### src/hdl/qrs_pkg.sv
// Package for the quadratic root solver: word sizes, pipeline depths,
// result codes and the request, result and pipeline stage structs.
// No dependencies; every other file of the block uses it.
package qrs_pkg;

  localparam int unsigned W     = 32;
  localparam int unsigned F     = 16;
  localparam int unsigned TOL_W = 16;
  localparam logic [TOL_W-1:0] TOL_RESET = 16'd66;

  // Discriminant magnitude: b*b + 4*|a*c| stays below 2^(2W+1).
  localparam int unsigned DW        = 2 * W + 1;
  localparam int unsigned SQ_PER    = 3;
  localparam int unsigned SQ_STAGES = ((DW + 1) / 2 + SQ_PER - 1) / SQ_PER;
  localparam int unsigned SW        = SQ_STAGES * SQ_PER;
  localparam int unsigned RADW      = 2 * SW;
  localparam int unsigned REMW      = SW + 2;

  // Signed numerator of a division and the dividend built from it.
  localparam int unsigned NW         = SW + 3;
  localparam int unsigned QW         = NW + F;
  localparam int unsigned DENW       = W + 1;
  localparam int unsigned DIV_PER    = 3;
  localparam int unsigned DIV_STAGES = (QW + DIV_PER - 1) / DIV_PER;
  localparam int unsigned QWP        = DIV_STAGES * DIV_PER;

  localparam int unsigned THW  = TOL_W + F;
  localparam int unsigned CMPW = (DW > THW) ? DW : THW;

  // Cycles from an accepted request to its result strobe.
  localparam int unsigned LATENCY = SQ_STAGES + DIV_STAGES + 6;

  localparam logic [1:0] CNT_NONE = 2'd0;
  localparam logic [1:0] CNT_ONE  = 2'd1;
  localparam logic [1:0] CNT_TWO  = 2'd2;
  localparam logic [1:0] CNT_INF  = 2'd3;

  typedef struct packed {
    logic signed [W-1:0] coef_a;
    logic signed [W-1:0] coef_b;
    logic signed [W-1:0] coef_c;
  } req_t;

  typedef struct packed {
    logic signed [W-1:0] first_root;
    logic signed [W-1:0] second_root;
    logic [1:0]          root_count;
  } rsp_t;

  // Per-equation data that rides along the square root stages.
  typedef struct packed {
    logic signed [W-1:0] b;
    logic signed [W-1:0] c;
    logic [W-1:0]        ma;
    logic [W-1:0]        mb;
    logic                a_neg;
    logic                b_neg;
    logic                quad;
    logic                r1_on;
    logic [1:0]          cnt;
  } sd_t;

  typedef struct packed {
    logic [RADW-1:0] rad;
    logic [REMW-1:0] rem;
    logic [SW-1:0]   res;
  } sq_t;

  // One division lane: dividend bits shift out at the top while quotient
  // bits shift in at the bottom.
  typedef struct packed {
    logic [QWP-1:0]  nq;
    logic [DENW-1:0] rem;
    logic [DENW-1:0] den;
    logic            neg;
    logic            keep;
    logic [1:0]      cnt;
  } dv_t;

endpackage

### src/hdl/qrs_sqrt_stage.sv
// One stage of the digit-by-digit square root: a few radicand bit pairs
// per stage, with the equation's side data carried along.
// Depends on qrs_pkg.
module qrs_sqrt_stage (
  input  logic         clk_i,
  input  logic         rst_ni,
  input  logic         valid_i,
  input  qrs_pkg::sq_t sq_i,
  input  qrs_pkg::sd_t side_i,
  output logic         valid_o,
  output qrs_pkg::sq_t sq_o,
  output qrs_pkg::sd_t side_o
);

  localparam int unsigned SW   = qrs_pkg::SW;
  localparam int unsigned RADW = qrs_pkg::RADW;
  localparam int unsigned REMW = qrs_pkg::REMW;

  logic valid_q;
  qrs_pkg::sq_t sq_d, sq_q;
  qrs_pkg::sd_t side_q;
  logic [REMW-1:0] t, trial;

  // The remainder never exceeds twice the partial root, so its top two
  // bits are zero before each shift.
  always_comb begin
    sq_d = sq_i;
    t = '0;
    trial = '0;
    for (int k = 0; k < qrs_pkg::SQ_PER; k++) begin
      t     = {sq_d.rem[REMW-3:0], sq_d.rad[RADW-1 -: 2]};
      trial = {sq_d.res, 2'b01};
      sq_d.rad = sq_d.rad << 2;
      if (t >= trial) begin
        sq_d.rem = t - trial;
        sq_d.res = {sq_d.res[SW-2:0], 1'b1};
      end else begin
        sq_d.rem = t;
        sq_d.res = {sq_d.res[SW-2:0], 1'b0};
      end
    end
  end

  always_ff @(posedge clk_i or negedge rst_ni) begin
    if (!rst_ni) begin
      valid_q <= 1'b0;
    end else begin
      valid_q <= valid_i;
    end
  end

  always_ff @(posedge clk_i) begin
    sq_q   <= sq_d;
    side_q <= side_i;
  end

  assign valid_o = valid_q;
  assign sq_o    = sq_q;
  assign side_o  = side_q;

endmodule

### config.mk
export PLATFORM = sky130hd
export DESIGN_NAME = qrs_sqrt_stage
export DESIGN_NICKNAME = d
export VERILOG_FILES = /design/src/hdl/qrs_pkg.sv /design/src/hdl/qrs_sqrt_stage.sv
export SDC_FILE = /design/constraint.sdc
export NUM_CORES = 1
export LEC_CHECK = 0
export BUFFER_PORTS_ARGS = -buffer_cell sky130_fd_sc_hd__buf_4
export CAP_MARGIN = 20
export CORE_UTILIZATION = 30
export CTS_CLUSTER_SIZE = 8
export DETAILED_ROUTE_END_ITERATION = 10
export SYNTH_ARGS = -nofsm -noshare
export SYNTH_HDL_FRONTEND = slang
export SYNTH_SLANG_ARGS = --single-unit
export TNS_END_PERCENT = 5
### constraint.sdc
create_clock -name clk_i -period 0.8 [get_ports clk_i]
set_input_delay 0.12 -clock clk_i [delete_from_list [all_inputs] [get_ports clk_i]]
set_output_delay 0.12 -clock clk_i [all_outputs]
set_load 0.05 [all_outputs]
# ---- After elaboration in Yosys (flattened, before gate mapping)
# Cells that the tools add are included.
dict set report totals {
  register_bits 263
  latch_bits 0
  ramBits 0
  mem_bits_ro 0
  inputBits 271
  out_inout_bits 269
  word_cells 22
  memories 0
}
dict set report op_classes {
  n_addsub 3
  mul 0
  div 0
  magnitude_cmp 3
  n_eq_ne 0
  n_shift 0
  muxes 3
  bitwise 0
  reduce_logical 0
}
# operator n
set ops {}
lappend ops {{$mux W66} 2}
lappend ops {{$ge A35 B35 Y1} 3}
lappend ops {{$mux W68} 1}
lappend ops {{$sub A33 B33 Y33} 2}
lappend ops {{$sub A35 B35 Y35} 1}

# ---- Depth between registers and ports, before layout
dict set report depth {
  word_depth 6
  depth_mapped 45
  ltp_nobuf 37
}

# ---- Worst setup path after synthesis
# No wires, ideal clock.
dict set report synth_timing {
  path_kind {input -> register}
  start {in sq_i[23] (netlist bit)}
  end {reg sq_q, in the netlist sq_o[40]}
  arrival_ns 7.921
  setup_slack_ns -7.242
  path_stages 37
  path_cell_list {inv_1 -> ha_1 -> nand4_2 -> or2_4 -> or4b_4 -> a211o_1 -> nand2_1 -> buf_2 -> buf_1 -> clkbuf_1 -> nand2_1 -> o21ai_0 -> inv_1 -> ha_1 -> and4_1 -> nand4_1 -> or4_1 -> nor3_1 -> o21ai_1 -> nand3_4 -> or2_1 -> buf_4 -> inv_2 -> buf_2 -> buf_2 -> nor3_1 -> mux2i_1 -> and3b_1 -> ha_1 -> clkdlybuf4s50_2 -> nand4_1 -> or4b_2 -> nor3_4 -> nor2_2 -> inv_4 -> buf_6 -> mux2_2}
}
# element line_no
set synth_lines {}
lappend synth_lines {{start: declaration} qrs_sqrt_stage.sv:8} ;# input qrs_pkg::sq_t sq_i,
lappend synth_lines {{end signal: assignment} qrs_sqrt_stage.sv:53} ;# sq_q <= sq_d;
lappend synth_lines {{end: declaration} qrs_sqrt_stage.sv:20} ;# qrs_pkg::sq_t sq_d, sq_q;

==> impl_metrics.toml <==
[route]
routed-via-count = 16485
drtIter0Drc = 914
drt.antenna.violating_nets = 0
wl_per_cell_microns = 22.6
routed_wl_mm = 74.1
via_per_inst = 5.03
drc = 0
first_pass_iters = 5

[critical_path]
crit_path_start_kind = "primary input"
crit_path_end_kind = "flop"
cp_max_fo = 6
critPathSlowestCell = "or4_1"
cpPeakStageDelay_ps = 500
critPathKind = "primary input to flop"
crit_top_cell = "buf_4"
cp.arrival_ps = 7200
startpoint = "sq_i[18]"
critPathRequiredTime_ps = 1230

[global_route]
grt_max_degree = 17
grt-ovfl-total = 0
grtUsageTotal_pct = 31.8
grt_pass1_wl_mm = 105
grt_pass1_vias = 17106
antenna_found_initial = 6

[synthesis]
synthesis.area_sq_um = 12800
avgSynthCellArea_sq_um = 9.24
syn_inst = 1385
seq_area_frac_synth_pct = 41.2
yosys_warnings = 0
synth_largest_area_cell = "dfxtp_1"
synthFlopType = "dfxtp_1"
yosysMostFrequentCell = "dfxtp_1"
ys_ff_latch = 263
ys_top_cells_by_count = "262 x dfxtp_1, 136 x a21oi_1, 105 x ha_1, 90 x nand2_1, 89 x nor2_1"
synth_edf_count = 0
synth_cell_types = 104
synth_top_area_share_pct = 41.0
synthArstFlopShare_pct = 0.380
synth_area_leaders = "dfxtp_1 41%, ha_1 10%, a21oi_1 5.3%"

[run_status]
violations = "setup timing"
status = "complete, but fails checks"

[final_layout]
final_area_sq_um = 29200
final_nets = 3106
drive_gt1_share_pct = 61.8
syn_to_final_growth_pct = 128

[floorplan]
die_y_microns = 208
ioPinCount = 540
start_util_pct = 30.4
rows = 75
fp.dieW_microns = 208
core_sq_um = 42000
die_area_sq_um = 43500

[placement]
portBuffers = 531
dp_slack_ps = -6930
post_dp_cell_area_sq_um = 21500
dp_hpwl_mm = 52.1
gp_congestion = 0.976

[sta]
hold_viol = 0
finalSetupViolations = 301
post-route-period-util_pct = 846
fmax_mhz = 148
worstMarginPinSlew_ps = 754
finalCriticalPeriod_ps = 6770
hold_slack_ps = 47.3
rsz0062_at_grt = "true"
maxSlewHeadroom_pct = 48.5
fin_ws_ps = -5970
slew_violations = 0

[clock_network]
cts_buffers = 39
cts_tree = "built"
clk_path_buf_depth = 3
ctsRootBufferMaster = "clkbuf_16"
cts_htree_levels = 2
clkSlewWorstSetupHoldPaths_ps = 50
numClockSinks = 263

[hold_path]
min_from = "sq_i[128]"
hold_class = "primary input to flop"

[pwr]
power_mw = 82.0
p_leak_nw = 13.4
p_per_area_nw_per_um2 = 2810
ir_drop_v = 0.00184

[flow_run]
maxCapViolCount = 0
where the power goes:
part	internal [mW]	switching, mW	leakage, nW
registers	15.2	1.41	2.23
logic	24.9	25.4	10.6
clock network	8.99	6.08	0.521
total	49.1	32.9	13.4
registers in the layout (all words and copies together), names as in the netlist:
name / flops
valid_o: 1
side_o: 134
sq_o: 128
cell families after synthesis:
kind of cell             Yosys count  synth area share [%]
AND/OR/NAND/NOR                  367                  14.9
XOR/XNOR                          70                  4.79
flip-flops                       263                  41.2
multiplexers                      23                  1.97
AO/OA/AOI/OAI                    419                  22.0
adder cells (fa/ha/maj)          105                  10.3
other                              1                0.0293
buffers and inverters            137                  4.83
worst paths after layout:
kind                            end  cells past startpoint  slack, ps
setup / recovery           sq_o[63]                     36      -5970
hold / removal             sq_o[33]                      4         50
min in group asynchronous   valid_o                      3        470
max in group asynchronous   valid_o                      3        190
final cells by class:
| type | count | area [sq um] |
|---|---|---|
| antenna | 2 | 5.00 |
| clock buffer | 46 | 1030 |
| clock inverter | 3 | 30.0 |
| fill | 3028 | 12900 |
| inverter | 89 | 399 |
| multi-input combinational | 990 | 8380 |
| sequential | 263 | 5620 |
| tap | 539 | 674 |
| timing repair buffer | 1347 | 13000 |
critical path, delay by kind of cell:
family | cells | cell delay, ps
AO/OA/AOI/OAI | 6 | 1610
XOR/XNOR | 1 | 120
adder cells (fa/ha/maj) | 3 | 820
buffers and inverters | 14 | 1730
multiplexers | 2 | 540
AND/OR/NAND/NOR | 10 | 2240
placed cells by master (no fill, tap or decap), types with 33 or more instances in the layout:
cell type      count
ha_4              38
xnor2_1           37
buf_8            224
dlygate4sd3_1    229
buf_4            808
nand2_1           83
buf_6             50
dfxtp_2          249
o21ai_0           49
a21oi_2           33
nor2_1            77
a21o_1            42
inv_1             70
clkbuf_16         41
a21oi_1          101
ha_1              61
per-stage QoR:
| stage | setup TNS, ps | util (%) | instances |
|---|---|---|---|
| global placement | -247170 | 51.0 | 2911 |
| finish | -303970 | 69.4 | 3279 |
| detailed placement | -252190 | 51.0 | 2911 |
| global route | -319680 | 69.4 | 3279 |
| floorplan | -224420 | - | 1390 |
| CTS | -302920 | 66.2 | 3252 |
repair_timing:
| action | in CTS | in global routing |
|---|---|---|
| hold endpoints to repair | 227 | 0 |
| resized for setup | 713 | 357 |
| gates cloned | 6 | 1 |
| pin swaps | 70 | 47 |
| hold buffers | 229 | 0 |
| setup endpoints to repair | 301 | 301 |
| setup buffers | 59 | 31 |
layer usage:
metal / vias to the layer above / share of wire (%) / track usage (%)
met1: 7971 / 40 / 39.6
met4: 4 / 4.6 / 12.2
met2: 669 / 49 / 54.8
li1: 7674 / - / -
met3: 167 / 6.0 / 4.89
met5: - / 0.030 / 0
No activity file was read; power rests on OpenSTA's default activity.
