[src/hdl/qrs_pkg.sv]
// Package for the quadratic root solver: word sizes, pipeline depths,
// result codes and the request, result and pipeline stage structs.
// No dependencies; every other file of the block uses it.
package qrs_pkg;

  localparam int unsigned W     = 32;
  localparam int unsigned F     = 16;
  localparam int unsigned TOL_W = 16;
  localparam logic [TOL_W-1:0] TOL_RESET = 16'd66;

  // Discriminant magnitude: b*b + 4*|a*c| stays below 2^(2W+1).
  localparam int unsigned DW        = 2 * W + 1;
  localparam int unsigned SQ_PER    = 3;
  localparam int unsigned SQ_STAGES = ((DW + 1) / 2 + SQ_PER - 1) / SQ_PER;
  localparam int unsigned SW        = SQ_STAGES * SQ_PER;
  localparam int unsigned RADW      = 2 * SW;
  localparam int unsigned REMW      = SW + 2;

  // Signed numerator of a division and the dividend built from it.
  localparam int unsigned NW         = SW + 3;
  localparam int unsigned QW         = NW + F;
  localparam int unsigned DENW       = W + 1;
  localparam int unsigned DIV_PER    = 3;
  localparam int unsigned DIV_STAGES = (QW + DIV_PER - 1) / DIV_PER;
  localparam int unsigned QWP        = DIV_STAGES * DIV_PER;

  localparam int unsigned THW  = TOL_W + F;
  localparam int unsigned CMPW = (DW > THW) ? DW : THW;

  // Cycles from an accepted request to its result strobe.
  localparam int unsigned LATENCY = SQ_STAGES + DIV_STAGES + 6;

  localparam logic [1:0] CNT_NONE = 2'd0;
  localparam logic [1:0] CNT_ONE  = 2'd1;
  localparam logic [1:0] CNT_TWO  = 2'd2;
  localparam logic [1:0] CNT_INF  = 2'd3;

  typedef struct packed {
    logic signed [W-1:0] coef_a;
    logic signed [W-1:0] coef_b;
    logic signed [W-1:0] coef_c;
  } req_t;

  typedef struct packed {
    logic signed [W-1:0] first_root;
    logic signed [W-1:0] second_root;
    logic [1:0]          root_count;
  } rsp_t;

  // Per-equation data that rides along the square root stages.
  typedef struct packed {
    logic signed [W-1:0] b;
    logic signed [W-1:0] c;
    logic [W-1:0]        ma;
    logic [W-1:0]        mb;
    logic                a_neg;
    logic                b_neg;
    logic                quad;
    logic                r1_on;
    logic [1:0]          cnt;
  } sd_t;

  typedef struct packed {
    logic [RADW-1:0] rad;
    logic [REMW-1:0] rem;
    logic [SW-1:0]   res;
  } sq_t;

  // One division lane: dividend bits shift out at the top while quotient
  // bits shift in at the bottom.
  typedef struct packed {
    logic [QWP-1:0]  nq;
    logic [DENW-1:0] rem;
    logic [DENW-1:0] den;
    logic            neg;
    logic            keep;
    logic [1:0]      cnt;
  } dv_t;

endpackage

[src/hdl/qrs_div_stage.sv]
// One stage of a restoring divider lane: a few quotient bits per stage.
// Depends on qrs_pkg.
module qrs_div_stage (
  input  logic         clk_i,
  input  logic         rst_ni,
  input  logic         valid_i,
  input  qrs_pkg::dv_t dv_i,
  output logic         valid_o,
  output qrs_pkg::dv_t dv_o
);

  localparam int unsigned QWP  = qrs_pkg::QWP;
  localparam int unsigned DENW = qrs_pkg::DENW;

  logic valid_q;
  qrs_pkg::dv_t dv_d, dv_q;
  logic [DENW:0] t;
  logic qbit;

  always_comb begin
    dv_d = dv_i;
    t = '0;
    qbit = 1'b0;
    for (int k = 0; k < qrs_pkg::DIV_PER; k++) begin
      t = {dv_d.rem, dv_d.nq[QWP-1]};
      qbit = t >= {1'b0, dv_d.den};
      if (qbit) begin
        dv_d.rem = DENW'(t - {1'b0, dv_d.den});
      end else begin
        dv_d.rem = DENW'(t);
      end
      dv_d.nq = {dv_d.nq[QWP-2:0], qbit};
    end
  end

  always_ff @(posedge clk_i or negedge rst_ni) begin
    if (!rst_ni) begin
      valid_q <= 1'b0;
    end else begin
      valid_q <= valid_i;
    end
  end

  always_ff @(posedge clk_i) begin
    dv_q <= dv_d;
  end

  assign valid_o = valid_q;
  assign dv_o    = dv_q;

endmodule

[config.mk]
export PLATFORM = sky130hd
export DESIGN_NAME = qrs_div_stage
export DESIGN_NICKNAME = d
export VERILOG_FILES = /design/src/hdl/qrs_pkg.sv /design/src/hdl/qrs_div_stage.sv
export SDC_FILE = /design/constraint.sdc
export NUM_CORES = 1
export LEC_CHECK = 0
export BUFFER_PORTS_ARGS = -buffer_cell sky130_fd_sc_hd__buf_2
export CAP_MARGIN = 20
export CORE_MARGIN = 4
export CORE_UTILIZATION = 59
export CTS_BUF_LIST = sky130_fd_sc_hd__clkbuf_4 sky130_fd_sc_hd__clkbuf_8
export DETAILED_ROUTE_END_ITERATION = 10
export MAX_ROUTING_LAYER = met4
export PLACE_DENSITY_LB_ADDON = 0.1
export REMOVE_ABC_BUFFERS = 1
export SYNTH_ARGS = -nofsm -noshare
export SYNTH_HDL_FRONTEND = slang
export SYNTH_SLANG_ARGS = --single-unit
[constraint.sdc]
create_clock -name clk_i -period 0.8 [get_ports clk_i]
set_input_delay 0.24 -clock clk_i [delete_from_list [all_inputs] [get_ports clk_i]]
set_output_delay 0.24 -clock clk_i [all_outputs]
set_load 0.1 [all_outputs]
==> results of run 1 <==
==> cells by family after synthesis <==
| family | count (synthesis) | synth area share, % |
|---|---|---|
| adders and majority gates | 102 | 14.5 |
| muxes | 61 | 8.69 |
| DFF | 125 | 28.1 |
| xor gates and xnor gates | 81 | 7.94 |
| AOI/OAI and AO/OA | 315 | 22.8 |
| and+or+nand+nor | 251 | 13.4 |
| buffers and inverters | 92 | 4.55 |
==> metrics by stage <==
| step | cell area (um^2) | setup WS (ns) | std cells |
|---|---|---|---|
| 3_3_place_gp | 15100 | -6.74 | 1825 |
| 2_1_floorplan | 8780 | -7.95 | 1004 |
==> results_tabular.tex, run 1 <==
\begin{tabular}{lr}
\hline
Metric & Value \\
\hline
\multicolumn{2}{l}{\textbf{Yosys}} \\
Count of unique library cells instantiated by Yosys & 77 \\
Post-synthesis register bit count & around 130 \\
Number of synthesized flops with an enable pin & 0 \\
Top flip-flop cell by instance count after synthesis & dfxtp\_1 \\
Most area-hungry cell type in the Yosys netlist & dfxtp\_1 \\
Yosys Warn Count & 0 \\
Synthesized area per cell & $\sim$8.7 um\^{}2 \\
Top cells by instance count after synthesis & dfxtp\_1 (124), a21oi\_1 (120), ha\_1 (99) \\
Synth top area share & 27.8\% \\
Cell count after synthesis & 1027 \\
Library cell with the highest instance count after synthesis & dfxtp\_1 \\
Async set or reset register ratio after synthesis & less than 1\% \\
Share of synthesized area occupied by flip-flops and latches & between 20\% and 30\% \\
Most area-consuming cells after synthesis & dfxtp\_1 (28\%), ha\_1 (14\%), a21oi\_1 (6.7\%) \\
Synth Cell Area & 0.00893 mm\^{}2 \\
\multicolumn{2}{l}{\textbf{Floorplanning}} \\
Die width & $\sim$130 um \\
Site row count & 44 \\
Effective utilization at floorplan & 60.8\% \\
Height of the die & between 100 and 150 um \\
I/O pin total & around 250 \\
\multicolumn{2}{l}{\textbf{Run status}} \\
Failing step & detailed placement (3\_5\_place\_dp) \\
Status & did not finish \\
First error & [ERROR DPL-0038] Utilization greater than 100\%, impossible to legalize \\
\multicolumn{2}{l}{\textbf{Place}} \\
Number of input and output port buffers inserted & 251 \\
Final weighted congestion in routability-driven placement & 1.10 \\
\hline
\end{tabular}
==> run 2: changes to the inputs <==
--- a/config.mk
+++ b/config.mk
@@ -8,11 +8,9 @@
 export BUFFER_PORTS_ARGS = -buffer_cell sky130_fd_sc_hd__buf_2
 export CAP_MARGIN = 20
 export CORE_MARGIN = 4
-export CORE_UTILIZATION = 59
-export CTS_BUF_LIST = sky130_fd_sc_hd__clkbuf_4 sky130_fd_sc_hd__clkbuf_8
+export CORE_UTILIZATION = 40
 export DETAILED_ROUTE_END_ITERATION = 10
-export MAX_ROUTING_LAYER = met4
-export PLACE_DENSITY_LB_ADDON = 0.1
+export PLACE_DENSITY_LB_ADDON = 0.15
 export REMOVE_ABC_BUFFERS = 1
 export SYNTH_ARGS = -nofsm -noshare
 export SYNTH_HDL_FRONTEND = slang
==> run 2 against run 1 <==
The flow now finishes, with violations (setup timing). Synthesized cell count is the same. Synthesized area unchanged.
==> results_tabular.tex, run 2 <==
\begin{tabular}{lr}
\hline
Metric & Value \\
\hline
\multicolumn{2}{l}{\textbf{Run status}} \\
Status & finished with violations \\
Violated checks & setup timing \\
\multicolumn{2}{l}{\textbf{Floorplanning}} \\
Effective utilization at floorplan & 40.8\% (-20 points) \\
Site row count & 54 (+23\%) \\
I/O pin total & 252 (unchanged) \\
Die ar. & about 0.025 mm\^{}2 \\
Die width & 157 um (+20\%) \\
Height of the die & 157 um (+20\%) \\
Core Region & roughly 0.022 mm\^{}2 \\
\multicolumn{2}{l}{\textbf{Yosys}} \\
Most area-consuming cells after synthesis & dfxtp\_1 (28\%), ha\_1 (14\%), a21oi\_1 (6.7\%) \\
Synth Cell Area & 0.00893 mm\^{}2 (unchanged) \\
Async set or reset register ratio after synthesis & 0.800\% (unchanged) \\
Yosys Warn Count & 0 (unchanged) \\
Synth top area share & 27.8\% (unchanged) \\
Synthesized area per cell & 8.70 um\^{}2 (unchanged) \\
Library cell with the highest instance count after synthesis & dfxtp\_1 \\
Share of synthesized area occupied by flip-flops and latches & 28.1\% (unchanged) \\
Post-synthesis register bit count & 125 (unchanged) \\
Top cells by instance count after synthesis & dfxtp\_1 (124), a21oi\_1 (120), ha\_1 (99) \\
Most area-hungry cell type in the Yosys netlist & dfxtp\_1 \\
Number of synthesized flops with an enable pin & 0 (unchanged) \\
Top flip-flop cell by instance count after synthesis & dfxtp\_1 \\
Count of unique library cells instantiated by Yosys & 77 (unchanged) \\
Cell count after synthesis & 1027 (unchanged) \\
\multicolumn{2}{l}{\textbf{STA}} \\
Final cycle utilization of the critical path & 896\% \\
Relative slew slack & about 66\% \\
Final sum of negative setup slack & -269.11 ns \\
Min setup slack post-route & -6.37 ns \\
Worst slew pin tran & between 0.5 and 0.6 ns \\
Min Tclk post-route & roughly 7 ns \\
Final hold viol count & 0 \\
Slew Limit Fails & 0 \\
Achievable Freq & roughly 0.14 GHz \\
Finish-stage setup viols & about 160 \\
Worst Hold Margin & 0.0328 ns \\
Unrepaired setup endpoints after global routing & yes \\
\multicolumn{2}{l}{\textbf{Route}} \\
Drt initial violations & roughly 970 \\
Via-to-Cell Ratio & roughly 5.6 \\
Detailed-route wire length per cell & approximately 21 um \\
Total via count after detailed routing & 11800 \\
Detailed-route wire length & 44.9 mm \\
Detailed-routing iteration count for the pre-antenna-repair pass & 7 \\
Residual DRC & 0 \\
ANT nets after route & 0 \\
\multicolumn{2}{l}{\textbf{Power}} \\
Share of power burned in registers & around an eighth \\
Maximum vdd drop & 4170 uV \\
Sw Ratio & a little under half \\
Clk network pwr share & between 10\% and 20\% \\
Cell Pwr Density & 3740 mW/mm\^{}2 \\
Psw & $\sim$32 mW \\
Cell Int Power & $\sim$37 mW \\
Logic pwr share & approximately 75\% \\
Leak & $\sim$8.7 nW \\
\multicolumn{2}{l}{\textbf{Clock tree}} \\
Number of clock sinks seen by CTS & around 130 \\
TritonCTS clock tree & done \\
Maximum buffer depth of the clock tree & 2 \\
Post-CTS clock slew at the launch and capture registers of the worst setup and hold paths & around 0.070 ns \\
CTS root buffer & clkbuf\_16 \\
CTS H-Tree Depth & 4 \\
Clock buffer count from CTS & 17 \\
\multicolumn{2}{l}{\textbf{Critical path}} \\
Kind of capture point of the worst setup path & flip-flop \\
Critical Path Start Type & primary input \\
Most used cell along the critical path & buf\_12 \\
Largest stage delay on the critical path & slightly above 0.5 ns \\
Critical Path Slowest Stage Cell & or4\_4 \\
CP required & $\sim$1.1 ns \\
Crit Path Class & in2reg \\
Maximum net fanout on the critical path & 8 \\
Worst path arrival time & between 7 and 8 ns \\
\multicolumn{2}{l}{\textbf{Final layout}} \\
Most common cell after layout, fill and taps aside & buf\_4 \\
Synthesis-to-layout area growth & 104\% \\
Number of nets in the final layout & between 2000 and 2500 \\
Fraction of final layout cells sized beyond drive strength 1 & 57.0\% \\
Max FFs per register & approximately 120 \\
Fill cell instance count of the final layout & 1254 \\
Highest-count cells in the layout ignoring fill and taps & buf\_4 (424), buf\_12 (134), buf\_2 (125) \\
\multicolumn{2}{l}{\textbf{Place}} \\
Final weighted congestion in routability-driven placement & 0.938 (-15\%) \\
Number of input and output port buffers inserted & 251 (unchanged) \\
Detail Placement HPWL & just under 30 mm \\
\multicolumn{2}{l}{\textbf{Global routing}} \\
Largest net degree at the start of global routing & 20 \\
Overall fraction of global-route tracks in use & about a third \\
Vias in the first global route & between 10000 and 15000 \\
Total gr overflow & 0 \\
Wire length of the first global-routing pass & 64.9 mm \\
Number of antenna violations at the first check in global routing & 1 \\
\multicolumn{2}{l}{\textbf{Run}} \\
Reported max-cap violation count & 0 \\
\multicolumn{2}{l}{\textbf{Min path}} \\
Kind of path behind the tightest hold check & in2reg \\
\hline
\end{tabular}
-- run 2: cell counts after synthesis --
No cell type changed its count.
-- run 2: worst paths after layout --
path                          start       end  cells past startpoint
hold / removal              dv_i[5]   dv_o[5]                      2
setup / recovery           dv_i[17]  dv_o[50]                     39
min in group asynchronous    rst_ni   valid_o                      2
max in group asynchronous    rst_ni   valid_o                      2
-- run 2: timing repair --
| action | CTS | global route |
|---|---|---|
| gates cloned | 7 | 0 |
| pin swaps | 45 | 45 |
| endpoints found under the setup margin | 161 | 161 |
| hold buffers | 88 | 0 |
| setup buffers | 30 | 22 |
| endpoints found under the hold margin | 88 | 0 |
| resized for setup | 258 | 69 |
-- run 2: power groups by stage --
stage	clock network, mW	registers, mW	logic [mW]
floorplan	0	16.4	15.9
global placement	0	8.76	42.2
detailed placement	0	8.75	42.9
CTS	7.79	8.92	47.9
global route	8.14	9.09	53.3
finish	7.86	9.02	51.3
-- run 2: per-stage QoR --
step,setup slack [ns],instances,utilization (%),total power [mW],cell area (um^2)
floorplan,-7.95,1004,-,32.3,8780
global placement,-7.00,1932,69.9,51.0,15300
detailed placement,-7.11,1932,69.9,51.6,15300
CTS,-5.94,2089,81.6,64.6,17900
global route,-6.50,2106,83.3,70.5,18200
finish,-6.37,2106,83.3,68.2,18200
-- run 2: cell families after synthesis --
family / Yosys count / share of synthesized area (%)
and+or+nand+nor: 251 / 13.4
AOI/OAI and AO/OA: 315 / 22.8
muxes: 61 / 8.69
buffers and inverters: 92 / 4.55
adders and majority gates: 102 / 14.5
xor gates and xnor gates: 81 / 7.94
DFF: 125 / 28.1
-- run 2: worst max-delay path: cells and delay by family --
| kind | cells | cell delay, ns |
|---|---|---|
| AOI/OAI and AO/OA | 15 | 2.55 |
| and+or+nand+nor | 9 | 1.68 |
| buffers and inverters | 10 | 1.39 |
| adders and majority gates | 3 | 0.96 |
| muxes | 2 | 0.63 |
-- run 2: cell type report --
class | instances | area (um^2) | share of cell area, %
Antenna cell | 1 | 2.50 | 0.0137
Clock buffer | 17 | 425 | 2.33
Clock inverter | 15 | 128 | 0.699
Inverter | 69 | 274 | 1.50
Multi-Input combinational cell | 810 | 6760 | 37.1
Sequential cell | 125 | 2670 | 14.6
Tap cell | 280 | 350 | 1.92
Timing Repair Buffer | 788 | 7630 | 41.8
Timing Repair inverter | 1 | 6.26 | 0.0343
-- run 2: per-layer routing --
metal / global-route usage (%) / part of all wire, %
met4: 16.1 / 5.2
met5: 0 / 0
met3: 7.59 / 8.3
met2: 58.2 / 49
met1: 38.9 / 38
Power figures use the tool's default switching activity.
